File: src/design/hpdc_pkg.sv
// Package for the heater PID duty controller: widths, limits, codes and register indexes.
package hpdc_pkg;

    // Field and register widths.
    localparam int TEMP_W     = 15;
    localparam int TARGET_W   = 12;
    localparam int GAIN_W     = 16;
    localparam int DUTY_W     = 7;
    localparam int BAND_W     = 12;
    localparam int ERR_W      = 16;
    localparam int TICK_W     = 8;
    localparam int CFG_ADDR_W = 3;
    localparam int CFG_DATA_W = 16;
    localparam int IN_DATA_W  = 16;
    localparam int OUT_DATA_W = 16;

    // Integral accumulator width; the accumulator saturates at all ones.
    localparam int INTEGRAL_WIDTH = 24;

    // Signed width used for temperature and error comparisons.
    localparam int CMP_W = 17;
    // Width of the derivative term (error minus last error).
    localparam int DER_W = 18;
    // Q8.8 gains times Q4 error; the duty is the sum shifted right by this.
    localparam int DUTY_SHIFT = 12;
    // Width of the P+I+D sum, wide enough for any of the three products plus carries.
    localparam int SUM_W = GAIN_W + ((INTEGRAL_WIDTH > DER_W) ? INTEGRAL_WIDTH : DER_W) + 3;

    // Toggle mode timing in control ticks.
    localparam logic [TICK_W-1:0] TOGGLE_ON_TICKS  = TICK_W'(2);
    localparam logic [TICK_W-1:0] TOGGLE_OFF_TICKS = TICK_W'(2);
    localparam logic [TICK_W-1:0] TICK_MAX         = '1;

    // Temperature limits in 1/16 degree units.
    localparam logic signed [CMP_W-1:0] LOW_LIMIT    = CMP_W'(-160);  // -10 degrees
    localparam logic signed [CMP_W-1:0] HIGH_LIMIT   = CMP_W'(3360);  // 210 degrees
    localparam logic signed [CMP_W-1:0] TOGGLE_LIMIT = CMP_W'(1920);  // 120 degrees
    localparam logic signed [CMP_W-1:0] CLEAR_LIMIT  = CMP_W'(-10);   // about -0.6 degrees

    // Largest duty percent.
    localparam logic [DUTY_W-1:0] PCT_LIMIT = DUTY_W'(100);

    // Mode reported with each result.
    typedef enum logic [2:0] {
        MODE_PID    = 3'd0,
        MODE_TOGGLE = 3'd1,
        MODE_FULL   = 3'd2,
        MODE_OFF    = 3'd3,
        MODE_FAULT  = 3'd4
    } mode_t;

    // Configuration register indexes.
    typedef enum logic [CFG_ADDR_W-1:0] {
        REG_TARGET_TEMP  = 3'd0,
        REG_GAIN_P       = 3'd1,
        REG_GAIN_I       = 3'd2,
        REG_GAIN_D       = 3'd3,
        REG_DUTY_FLOOR   = 3'd4,
        REG_DUTY_CEILING = 3'd5,
        REG_BAND_BELOW   = 3'd6,
        REG_BAND_ABOVE   = 3'd7
    } cfg_reg_t;

    // Reset values of the configuration registers.
    localparam logic [TARGET_W-1:0] TARGET_RESET   = '0;
    localparam logic [GAIN_W-1:0]   GAIN_P_RESET   = GAIN_W'(1280);
    localparam logic [GAIN_W-1:0]   GAIN_I_RESET   = GAIN_W'(77);
    localparam logic [GAIN_W-1:0]   GAIN_D_RESET   = GAIN_W'(5120);
    localparam logic [DUTY_W-1:0]   FLOOR_RESET    = DUTY_W'(2);
    localparam logic [DUTY_W-1:0]   CEILING_RESET  = DUTY_W'(100);
    localparam logic [BAND_W-1:0]   BELOW_RESET    = BAND_W'(320);
    localparam logic [BAND_W-1:0]   ABOVE_RESET    = BAND_W'(16);

endpackage

File: src/design/heater_pid_duty_control_unit.sv
// Heater PID duty controller: input register, one pass of PID and mode logic, result register.
// An accepted item is held in the input register, computed once the result register is free or
// being taken, and registered in the result register, from which the master side offers it.
// Throughput: one item per cycle unless m_tready stalls the result stream; the controller state
// (error, integral, held duty, toggle count, fault report) is read and updated for each item.
// Reset (rst_n low, asynchronous) clears the pipeline valids and the state, and loads the
// configuration registers with their default values.
module heater_pid_duty_control_unit (
    input  logic                                 clk,
    input  logic                                 rst_n,
    // Configuration write port.
    input  logic                                 cfg_we,
    input  logic [hpdc_pkg::CFG_ADDR_W-1:0]      cfg_addr,
    input  logic [hpdc_pkg::CFG_DATA_W-1:0]      cfg_wdata,
    // Input stream.
    input  logic                                 s_tvalid,
    output logic                                 s_tready,
    input  logic [hpdc_pkg::IN_DATA_W-1:0]       s_tdata,   // [14:0] temp_sample
    // Result stream.
    output logic                                 m_tvalid,
    input  logic                                 m_tready,
    output logic [hpdc_pkg::OUT_DATA_W-1:0]      m_tdata    // [6:0] duty_percent,
                                                            // [7] sensor_fault,
                                                            // [8] fault_first,
                                                            // [11:9] mode_used
);
    import hpdc_pkg::*;

    // Configuration registers.
    logic [TARGET_W-1:0] target_reg;
    logic [GAIN_W-1:0]   gain_p_reg;
    logic [GAIN_W-1:0]   gain_i_reg;
    logic [GAIN_W-1:0]   gain_d_reg;
    logic [DUTY_W-1:0]   duty_floor_reg;
    logic [DUTY_W-1:0]   duty_ceiling_reg;
    logic [BAND_W-1:0]   band_below_reg;
    logic [BAND_W-1:0]   band_above_reg;

    // Controller state.
    logic signed [ERR_W-1:0]   last_error_reg;
    logic [INTEGRAL_WIDTH-1:0] error_sum_reg;
    logic [DUTY_W-1:0]         held_duty_reg;
    logic [TICK_W-1:0]         toggle_ticks_reg;
    logic                      fault_reported_reg;

    // Pipeline registers.
    logic                      in_valid_reg;
    logic signed [TEMP_W-1:0]  in_temp_reg;
    logic                      out_valid_reg;
    logic [OUT_DATA_W-1:0]     out_data_reg;

    // Handshake and compute signals.
    logic                      out_free;
    logic                      fire;
    logic signed [CMP_W-1:0]   temp_x;
    logic signed [CMP_W-1:0]   target_x;
    logic signed [CMP_W-1:0]   below_x;
    logic signed [CMP_W-1:0]   above_x;
    logic signed [CMP_W-1:0]   err;
    logic signed [DER_W-1:0]   deriv;
    logic                      target_on;
    logic                      is_fault;
    logic                      in_band;
    logic                      in_toggle;
    logic                      err_pos;
    logic [INTEGRAL_WIDTH:0]   sum_ext;
    logic [INTEGRAL_WIDTH-1:0] isum_new;
    logic signed [GAIN_W+CMP_W:0]          prod_p;
    logic [GAIN_W+INTEGRAL_WIDTH-1:0]      prod_i;
    logic signed [GAIN_W+DER_W:0]          prod_d;
    logic signed [SUM_W-1:0]               pid_sum;
    logic [DUTY_W-1:0]         ceil_d;
    logic [DUTY_W-1:0]         floor_d;
    logic [DUTY_W-1:0]         pid_clamped;
    logic [DUTY_W-1:0]         pid_duty;
    logic [DUTY_W-1:0]         toggle_duty;
    logic [TICK_W-1:0]         ticks_base;
    logic [DUTY_W-1:0]         duty;
    logic                      first;
    mode_t                     mode;

    // Handshake: the compute stage moves when the result register is free or being taken.
    assign out_free = !out_valid_reg || m_tready;
    assign fire     = in_valid_reg && out_free;
    assign s_tready = !in_valid_reg || out_free;
    assign m_tvalid = out_valid_reg;
    assign m_tdata  = out_data_reg;

    // Configuration writes.
    always_ff @(posedge clk or negedge rst_n)
    begin
        if (!rst_n)
        begin
            target_reg       <= TARGET_RESET;
            gain_p_reg       <= GAIN_P_RESET;
            gain_i_reg       <= GAIN_I_RESET;
            gain_d_reg       <= GAIN_D_RESET;
            duty_floor_reg   <= FLOOR_RESET;
            duty_ceiling_reg <= CEILING_RESET;
            band_below_reg   <= BELOW_RESET;
            band_above_reg   <= ABOVE_RESET;
        end
        else if (cfg_we)
        begin
            unique case (cfg_reg_t'(cfg_addr))
                REG_TARGET_TEMP:  target_reg       <= cfg_wdata[TARGET_W-1:0];
                REG_GAIN_P:       gain_p_reg       <= cfg_wdata[GAIN_W-1:0];
                REG_GAIN_I:       gain_i_reg       <= cfg_wdata[GAIN_W-1:0];
                REG_GAIN_D:       gain_d_reg       <= cfg_wdata[GAIN_W-1:0];
                REG_DUTY_FLOOR:   duty_floor_reg   <= cfg_wdata[DUTY_W-1:0];
                REG_DUTY_CEILING: duty_ceiling_reg <= cfg_wdata[DUTY_W-1:0];
                REG_BAND_BELOW:   band_below_reg   <= cfg_wdata[BAND_W-1:0];
                REG_BAND_ABOVE:   band_above_reg   <= cfg_wdata[BAND_W-1:0];
                default:          ;
            endcase
        end
    end

    // Input register.
    always_ff @(posedge clk or negedge rst_n)
    begin
        if (!rst_n)
        begin
            in_valid_reg <= 1'b0;
        end
        else if (s_tready)
        begin
            in_valid_reg <= s_tvalid;
        end
    end

    always_ff @(posedge clk)
    begin
        if (s_tvalid && s_tready)
        begin
            in_temp_reg <= $signed(s_tdata[TEMP_W-1:0]);
        end
    end

    // Operands extended to a common signed width.
    always_comb
    begin
        temp_x    = CMP_W'(in_temp_reg);
        target_x  = $signed(CMP_W'(target_reg));
        below_x   = $signed(CMP_W'(band_below_reg));
        above_x   = $signed(CMP_W'(band_above_reg));
        target_on = (target_reg != '0);
        err       = target_x - temp_x;
        deriv     = DER_W'(err) - DER_W'(last_error_reg);
        ceil_d    = (duty_ceiling_reg > PCT_LIMIT) ? PCT_LIMIT : duty_ceiling_reg;
        floor_d   = (duty_floor_reg > PCT_LIMIT) ? PCT_LIMIT : duty_floor_reg;
    end

    // Mode selection.
    always_comb
    begin
        is_fault  = !((temp_x > LOW_LIMIT) && (temp_x < HIGH_LIMIT));
        in_band   = (temp_x > (target_x - below_x)) && target_on;
        in_toggle = (temp_x > TOGGLE_LIMIT) && target_on;
    end

    // Conditional integration: add positive errors with saturation, clear on overshoot.
    always_comb
    begin
        err_pos = !err[CMP_W-1] && (err != '0);
        sum_ext = {1'b0, error_sum_reg} + (INTEGRAL_WIDTH+1)'(unsigned'(err));
        if (err_pos)
        begin
            isum_new = sum_ext[INTEGRAL_WIDTH] ? '1 : sum_ext[INTEGRAL_WIDTH-1:0];
        end
        else if (err <= CLEAR_LIMIT)
        begin
            isum_new = '0;
        end
        else
        begin
            isum_new = error_sum_reg;
        end
    end

    // The three gain products and their exact sum.
    always_comb
    begin
        prod_p  = $signed({1'b0, gain_p_reg}) * err;
        prod_i  = gain_i_reg * isum_new;
        prod_d  = $signed({1'b0, gain_d_reg}) * deriv;
        pid_sum = SUM_W'(prod_p) + SUM_W'(prod_d) + $signed(SUM_W'(prod_i));
    end

    // PID duty: clamp to 0..ceiling, then the floor and overshoot rules.
    always_comb
    begin
        if (pid_sum[SUM_W-1])
        begin
            pid_clamped = '0;
        end
        else if (pid_sum[SUM_W-2:DUTY_SHIFT] > (SUM_W-1-DUTY_SHIFT)'(ceil_d))
        begin
            pid_clamped = ceil_d;
        end
        else
        begin
            pid_clamped = pid_sum[DUTY_SHIFT+DUTY_W-1:DUTY_SHIFT];
        end

        pid_duty = pid_clamped;
        if ((pid_clamped < floor_d) || (target_x < temp_x))
        begin
            pid_duty = floor_d;
        end
        if (err < -above_x)
        begin
            pid_duty = '0;
        end
    end

    // Toggle duty: swap between the ceiling and zero once the phase has run its ticks, else hold.
    always_comb
    begin
        toggle_duty = held_duty_reg;
        ticks_base  = toggle_ticks_reg;
        if ((held_duty_reg == ceil_d) && (toggle_ticks_reg >= TOGGLE_ON_TICKS))
        begin
            toggle_duty = '0;
            ticks_base  = '0;
        end
        else if ((held_duty_reg == '0) && (toggle_ticks_reg >= TOGGLE_OFF_TICKS))
        begin
            toggle_duty = ceil_d;
            ticks_base  = '0;
        end
    end

    // Final duty, mode and fault report.
    always_comb
    begin
        first = 1'b0;
        if (is_fault)
        begin
            duty  = '0;
            mode  = MODE_FAULT;
            first = !fault_reported_reg;
        end
        else if (in_band)
        begin
            duty = pid_duty;
            mode = MODE_PID;
        end
        else if (in_toggle)
        begin
            duty = toggle_duty;
            mode = MODE_TOGGLE;
        end
        else if (target_on)
        begin
            duty = ceil_d;
            mode = MODE_FULL;
        end
        else
        begin
            duty = '0;
            mode = MODE_OFF;
        end
    end

    // Controller state update, once per computed item.
    always_ff @(posedge clk or negedge rst_n)
    begin
        if (!rst_n)
        begin
            last_error_reg     <= '0;
            error_sum_reg      <= '0;
            held_duty_reg      <= '0;
            toggle_ticks_reg   <= '0;
            fault_reported_reg <= 1'b0;
        end
        else if (fire)
        begin
            held_duty_reg <= duty;
            if (is_fault)
            begin
                fault_reported_reg <= 1'b1;
            end
            else if (in_band)
            begin
                last_error_reg <= err[ERR_W-1:0];
                error_sum_reg  <= isum_new;
            end
            else if (in_toggle)
            begin
                toggle_ticks_reg <= (ticks_base == TICK_MAX) ? ticks_base
                                                             : ticks_base + TICK_W'(1);
            end
        end
    end

    // Result register.
    always_ff @(posedge clk or negedge rst_n)
    begin
        if (!rst_n)
        begin
            out_valid_reg <= 1'b0;
        end
        else if (out_free)
        begin
            out_valid_reg <= in_valid_reg;
        end
    end

    always_ff @(posedge clk)
    begin
        if (fire)
        begin
            out_data_reg <= OUT_DATA_W'({mode, first, is_fault, duty});
        end
    end

    // A first-fault report only comes with a fault.
    a_first_needs_fault: assert property (@(posedge clk) disable iff (!rst_n)
        out_valid_reg |-> (!out_data_reg[8] || out_data_reg[7]))
        else $error("fault_first without sensor_fault");

    // A faulty result always carries zero duty.
    a_fault_zero_duty: assert property (@(posedge clk) disable iff (!rst_n)
        (out_valid_reg && out_data_reg[7]) |-> (out_data_reg[DUTY_W-1:0] == '0))
        else $error("nonzero duty on a fault result");

    // The duty never exceeds 100 percent.
    a_duty_range: assert property (@(posedge clk) disable iff (!rst_n)
        out_valid_reg |-> (out_data_reg[DUTY_W-1:0] <= PCT_LIMIT))
        else $error("duty above 100 percent");

    // The fault report flag never clears once set.
    a_fault_sticky: assert property (@(posedge clk) disable iff (!rst_n)
        fault_reported_reg |=> fault_reported_reg)
        else $error("fault report flag cleared");

    // Controller state only moves when an item is computed.
    a_state_hold: assert property (@(posedge clk) disable iff (!rst_n)
        !fire |=> ($stable(error_sum_reg) && $stable(toggle_ticks_reg)
                   && $stable(held_duty_reg) && $stable(last_error_reg)))
        else $error("controller state changed without an item");

endmodule

File: config.mk
export PLATFORM = sky130hd
export DESIGN_NAME = heater_pid_duty_control_unit
export DESIGN_NICKNAME = d
export VERILOG_FILES = /design/src/design/hpdc_pkg.sv /design/src/design/heater_pid_duty_control_unit.sv
export SDC_FILE = /design/constraint.sdc
export NUM_CORES = 2
export LEC_CHECK = 0
export ABC_AREA = 1
export BUFFER_PORTS_ARGS = -buffer_cell sky130_fd_sc_hd__buf_4
export CAP_MARGIN = 5
export CORE_MARGIN = 1.5
export CORE_UTILIZATION = 50
export CTS_CLUSTER_DIAMETER = 80
export DETAILED_ROUTE_END_ITERATION = 12
export PLACE_DENSITY = 0.66
export REMOVE_ABC_BUFFERS = 1
export SKIP_LAST_GASP = 1
export SLEW_MARGIN = 40
export SYNTH_ARGS = -nofsm -noshare
export SYNTH_HDL_FRONTEND = slang
export SYNTH_SLANG_ARGS = --single-unit
File: constraint.sdc
create_clock -name clk -period 14.1 [get_ports clk]
set_clock_uncertainty 0.05 [all_clocks]
set_input_delay 2.82 -clock clk [delete_from_list [all_inputs] [get_ports clk]]
set_output_delay 2.82 -clock clk [all_outputs]
set_load 0.05 [all_outputs]
After elaboration in Yosys (flattened, before gate mapping):

Cells that the tools add are included.

* register bits after elaboration: 183
* input port bits: 40
* output and inout port bits: 18
* logic and storage cells: 108

* add/sub/neg operators: 8
* $mul: 3
* $lt $le $gt $ge: 12
* equal/unequal tests: 9
* muxes and demuxes: 20
* bitwise gates (word level): 2
* reduce and logical (&&, ||, !) cells: 33

Operators by type and width (count)
* 7-bit 2-to-1 mux: 12
* 24-bit 2-to-1 mux: 3
* 35-bit by 41-bit adder with 42-bit output: 1
* 16-bit by 24-bit multiplier with 40-bit output: 1
* 33-bit by 34-bit adder with 35-bit output: 1
* 17-bit by 17-bit multiplier with 34-bit output: 1
* 17-bit by 16-bit multiplier with 33-bit output: 1
* 30-bit by 7-bit > comparator with 1-bit output: 1
* 24-bit by 17-bit adder with 25-bit output: 1
* 8-bit 2-to-1 mux: 3
* 2-bit AND reduction: 9
* 16-bit by 17-bit less-than comparator with 1-bit output: 1
* 12-bit negation with 17-bit output: 1
* 17-bit nonzero test: 1
* 16-bit by 16-bit subtractor with 17-bit output: 1
* 16-bit by 5-bit less-or-equal comparator with 1-bit output (second input constant): 1
* 13-bit by 15-bit subtractor with 16-bit output: 1
* 15-bit by 12-bit > comparator with 1-bit output (second input constant): 1
* 15-bit by 13-bit > comparator with 1-bit output: 1
* 15-bit by 9-bit > comparator with 1-bit output (second input constant): 1
* 13-bit by 15-bit less-than comparator with 1-bit output: 1
* 15-bit by 13-bit less-than comparator with 1-bit output (second input constant): 1
* 7-bit > comparator (second input constant): 2
* 12-bit by 12-bit subtractor with 13-bit output: 1
* 21 further kinds: 39

Depth between registers and ports, before layout:

* word-level depth: 15
* gate-level depth with buffers: 98

Worst setup path after synthesis:

OpenSTA, ideal clock, no wires.

* path kind: register to register
* from: register target_reg[0]
* to: register out_data_reg[5] (netlist: m_tdata[5]) (data pin)
* setup time: 0.258 ns
* arrival time: 15.289 ns
* required time: 13.792 ns
* path slack: -1.498 ns
* stages on the path, launching flop included: 82
* path buffers: 4
* clock period less this slack: 15.598 ns
* path through: dfrtp_1 > inv_1 > ha_1 > inv_1 > fa_1 > nand2_1 > inv_1 > nor2_1 > clkbuf_1 > ha_1 > nand3_1 > nand2_1 > a21o_1 > a21oi_2 > o21ai_2 > a21boi_1 > o21ai_1 > a21boi_1 > (+46 left out) > a21oi_1 > nor2_1 > nand4_1 > nand3_1 > nor2_1 > nand2_1 > buf_2 > nor2_1 > nor2_1 > ha_1 > a21oi_1 > nor2_1 > a211oi_1 > nand2_2 > nand2_2 > nand2_1 > nand3_1 > nand2_1

* word-level cells in the longest chain between the ends: 15

Ends and longest elaborated chain
* start: declaration: RTL line heater_pid_duty_control_unit.sv:30 `logic [TARGET_W-1:0] target_reg;`
* start signal: assignment: RTL line heater_pid_duty_control_unit.sv:106 `REG_TARGET_TEMP: target_reg <= cfg_wdata[TARGET_W-1:0];`
* 13-bit by 15-bit subtractor with 16-bit output (*): RTL line heater_pid_duty_control_unit.sv:148 `err = target_x - temp_x;`
* net err[2]: RTL line heater_pid_duty_control_unit.sv:59 `logic signed [CMP_W-1:0] err;`
* parallel branches: the longest is 11 deep, another holds 35-bit by 41-bit adder with 42-bit output
* 7-bit 2-to-1 mux (*): RTL line heater_pid_duty_control_unit.sv:211 `if (err < -above_x)`
* 7-bit 2-to-1 mux (*): RTL line heater_pid_duty_control_unit.sv:244 `else if (in_band)`
* 7-bit 2-to-1 mux (*): RTL line heater_pid_duty_control_unit.sv:238 `if (is_fault)`
* net duty[5]: RTL line heater_pid_duty_control_unit.sv:78 `logic [DUTY_W-1:0] duty;`
* end signal: assignment: RTL line heater_pid_duty_control_unit.sv:314 `out_data_reg <= OUT_DATA_W'({mode, first, is_fault, duty});`
* end: declaration: RTL line heater_pid_duty_control_unit.sv:50 `logic [OUT_DATA_W-1:0] out_data_reg;`

Mark *: on every way through the listed nets, which the timed path passes.
A chain may end at the register's enable or synchronous reset.

Worst setup path after layout:

* from: register in_temp_reg[0]
* to: register held_duty_reg[2]

* word-level cells in the longest chain between the ends: 15

Ends and longest elaborated chain
* start: declaration: RTL line heater_pid_duty_control_unit.sv:48 `logic signed [TEMP_W-1:0] in_temp_reg;`
* start signal: assignment: RTL line heater_pid_duty_control_unit.sv:136 `in_temp_reg <= $signed(s_tdata[TEMP_W-1:0]);`
* 13-bit by 15-bit subtractor with 16-bit output (*): RTL line heater_pid_duty_control_unit.sv:148
* net err[1]: RTL line heater_pid_duty_control_unit.sv:59
* parallel branches: the longest is 11 deep, another holds 35-bit by 41-bit adder with 42-bit output
* 7-bit 2-to-1 mux (*): RTL line heater_pid_duty_control_unit.sv:211
* 7-bit 2-to-1 mux (*): RTL line heater_pid_duty_control_unit.sv:244
* 7-bit 2-to-1 mux (*): RTL line heater_pid_duty_control_unit.sv:238
* net duty[2]: RTL line heater_pid_duty_control_unit.sv:78
* end signal: assignment: RTL line heater_pid_duty_control_unit.sv:279 `held_duty_reg <= duty;`
* end: declaration: RTL line heater_pid_duty_control_unit.sv:42 `logic [DUTY_W-1:0] held_duty_reg;`

Marked as above.

==> summary.txt <==
Run status
  – Status: complete, but fails checks
  – Failing checks: setup timing

Drt
  – DR vias: 39,800
  – Post-route antenna net violation count: 0
  – WL per Instance: 20.2 um
  – Met3 wire length: 13,400 um
  – Met2 wire length: 67,300 um
  – Met1 wire length: 60,300 um
  – Drt via density: 5.39
  – DR top layer: met5
  – DRT iter0 DRCs: 3,132
  – Routed WL: 149,000 um
  – Residual DRC: 0
  – First drt pass iteration count: 6

Synthesis
  – Sequential cell area fraction in the yosys report: 10.4%
  – Main area contributors after synthesis: fa_1 (36%), ha_1 (12%), inv_1 (11%)
  – Cell variety after synth: 64
  – Commonest cells post-synth: inv_1 (1,388), nand2_1 (1,123), fa_1 (812)
  – Predominant post-synthesis flop cell: dfrtp_1
  – Most numerous cell in the Yosys netlist: inv_1
  – Area leader, netlist: fa_1
  – Post-synthesis simple-gate area fraction: 20.5%
  – Synth Area in Adders: 48.2%
  – Synth Area in Compound Gates: 5.02%
  – Post-synthesis cell count: 5,671
  – Combinational family with the most area after synthesis: adder cells
  – Cell Area, Synth: 45,400 sq um
  – Synth Register Bits: 183
  – Mean Syn Cell Area: 8.01 sq um
  – Ys Warns: 0
  – Post-synth EDFFs: 27
  – Mux cell area share after synthesis: 0.0248%
  – XOR/XNOR share of the synthesized area: 1.85%
  – Synth top area share: 35.8%
  – Async SR Flop Fraction: 85.2%

Cells and area
  – Layout Nets: 7,489
  – Area grow syn2layout: 16.6%
  – Layout cells sized above 1: 17.2%
  – Max reg flops: 24
  – Layout Cells excl Fill: 7,382

Worst setup path
  – Slowest CP cell: fa_1
  – Crit-path most repeated cell: fa_1
  – Crit Path Category: flop to flop
  – CP startpoint kind: flop
  – Max incr delay on CP: 0.59 ns
  – Max FO, Critical Path: 8
  – Data arrival, critical path: 16.10 ns
  – Endpoint class of the critical path: flop
  – Worst Path Required: 14.50 ns
  – Reg-to-reg slack, setup: -1.60 ns

Placed design
  – Placed Cells: 7,304
  – I/O Buffers: 52
  – Routability Congestion: 1.02
  – Final HPWL DP: 124,000 um

STA
  – Worst-margin pin slew: 0.838 ns
  – Max-slew violations: 0
  – RSZ-0062 raised after global routing: yes
  – Tmin final: 15.70 ns
  – Crit share post-route: 111%
  – Fmax: 0.0637 GHz
  – Slew HR: 44.1%
  – Setup tns final: -22.09 ns
  – Count of final setup violators: 14
  – Final hold vios: 0
  – Setup slack after layout: -1.60 ns

CTS
  – # clock sinks: 183
  – Clock edge transition at the registers on the reported setup and hold paths: 0.09 ns
  – # H-tree levels: 4
  – Root buffer cell: clkbuf_16
  – CTS tree: done
  – CTS Buf Count: 17
  – Hold-fix buffers, CTS: 0
  – Clk_lat worst skew: 0.52 ns
  – Clk buf depth: 2

Global routing
  – Vias in the first global route: 40,600
  – First-pass GRT wire length: 231,000 um
  – Largest net degree at the start of global routing: 84
  – Initial antenna violation count: 4
  – GRT Util Overall: 32.9%
  – Grt total ovfl: 0

Die
  – Die ar.: 92,600 sq um
  – Die X: 304 um
  – # IOs: 58
  – Core area: 90,000 sq um
  – Chip height: 304 um
  – Rows: 110
  – Initial Util: 50.4%

Flow run
  – Total of max-cap violations: 0

Worst hold path
  – Hold Path Class: flop to flop
-- placed cells by master, fill, tap and decap left out, drive strengths merged, types with 2 or more instances in the layout --
cell / instances
a31oi: 12
diode: 7
o21bai: 12
a21boi: 8
or2: 39
o21a: 3
buf: 703
o21ai: 201
xor2: 56
clkbuf: 17
dfstp: 15
a21o: 6
nand4: 215
fa: 812
o31ai: 3
xnor2: 40
a211oi: 7
clkinv: 21
o22ai: 6
nand3: 140
a21oi: 147
nor2: 447
nand2: 1137
edfxtp: 27
nor3: 80
o211ai: 3
nand3b: 7
nor4: 19
o221ai: 2
dfrtp: 141
conb: 4
inv: 1408
ha: 451
-- worst max-delay path: cells and delay by family, from the launching register on --
| family | cells | cell delay [ns] |
|---|---|---|
| fa+ha+maj | 20 | 8.66 |
| simple gates | 31 | 2.56 |
| buf+inv | 19 | 1.85 |
| compound gates | 11 | 1.64 |
| flops | 1 | 0.50 |
| xor+xnor | 2 | 0.30 |
-- area by class of cell --
class	instances	area, sq um
Antenna cell	7	17.5
Sequential cell	183	4730
Tap cell	1176	1470
Clock inverter	15	228
Timing Repair Buffer	703	5420
Multi-Input combinational cell	3867	35300
Inverter	1414	5320
Fill cell	8252	37100
Clock buffer	17	425
-- metal layers --
metal / track usage [%] / vias up
li1: - / 18200
met1: 43.5 / 19700
met2: 51.6 / 1670
met3: 6.78 / 308
met4: 15.8 / 2
met5: 0 / -
-- logic make-up after synthesis --
family / Yosys count
flip-flops: 183
XOR/XNOR: 96
buffers and inverters: 1624
AO/OA/AOI/OAI: 417
other: 1
AND/OR/NAND/NOR: 2086
multiplexers: 1
adder cells (fa/ha/maj): 1263
-- stage by stage --
step / setup WS (ns) / utilization [%] / hold slack [ns] / area [sq um]
6_report: -1.60 / 58.8 / 0.429 / 52900
5_1_grt: -2.35 / 58.8 / 0.463 / 52900
2_1_floorplan: -3.15 / - / 0.394 / 44400
4_1_cts: -1.62 / 58.4 / 0.436 / 52600
3_5_place_dp: -2.25 / 56.6 / 0.415 / 50900
3_3_place_gp: -2.07 / 56.6 / 0.410 / 50900
-- repair_timing --
| action | 4_1_cts | 5_1_grt |
|---|---|---|
| cloned | 1 | 0 |
| hold endpoints to repair | 0 | 0 |
| resized for setup | 169 | 53 |
| pin swaps | 95 | 40 |
| setup buffers | 34 | 7 |
| endpoints found under the setup margin | 14 | 14 |
-- worst paths after layout --
kind / startpoint / to / depth (start not counted)
hold reg to reg: fault_reported_reg / fault_reported_reg / 1
min in group asynchronous: rst_n / toggle_ticks_reg[4] / 1
setup / recovery: in_temp_reg[0] / held_duty_reg[2] / 83
setup reg to reg: in_temp_reg[0] / held_duty_reg[2] / 83
hold / removal: fault_reported_reg / fault_reported_reg / 1
max in group asynchronous: rst_n / gain_d_reg[7] / 3
Power is not shown: default switching activity piles up to over one toggle a cycle in this logic, so the estimate is an artifact.
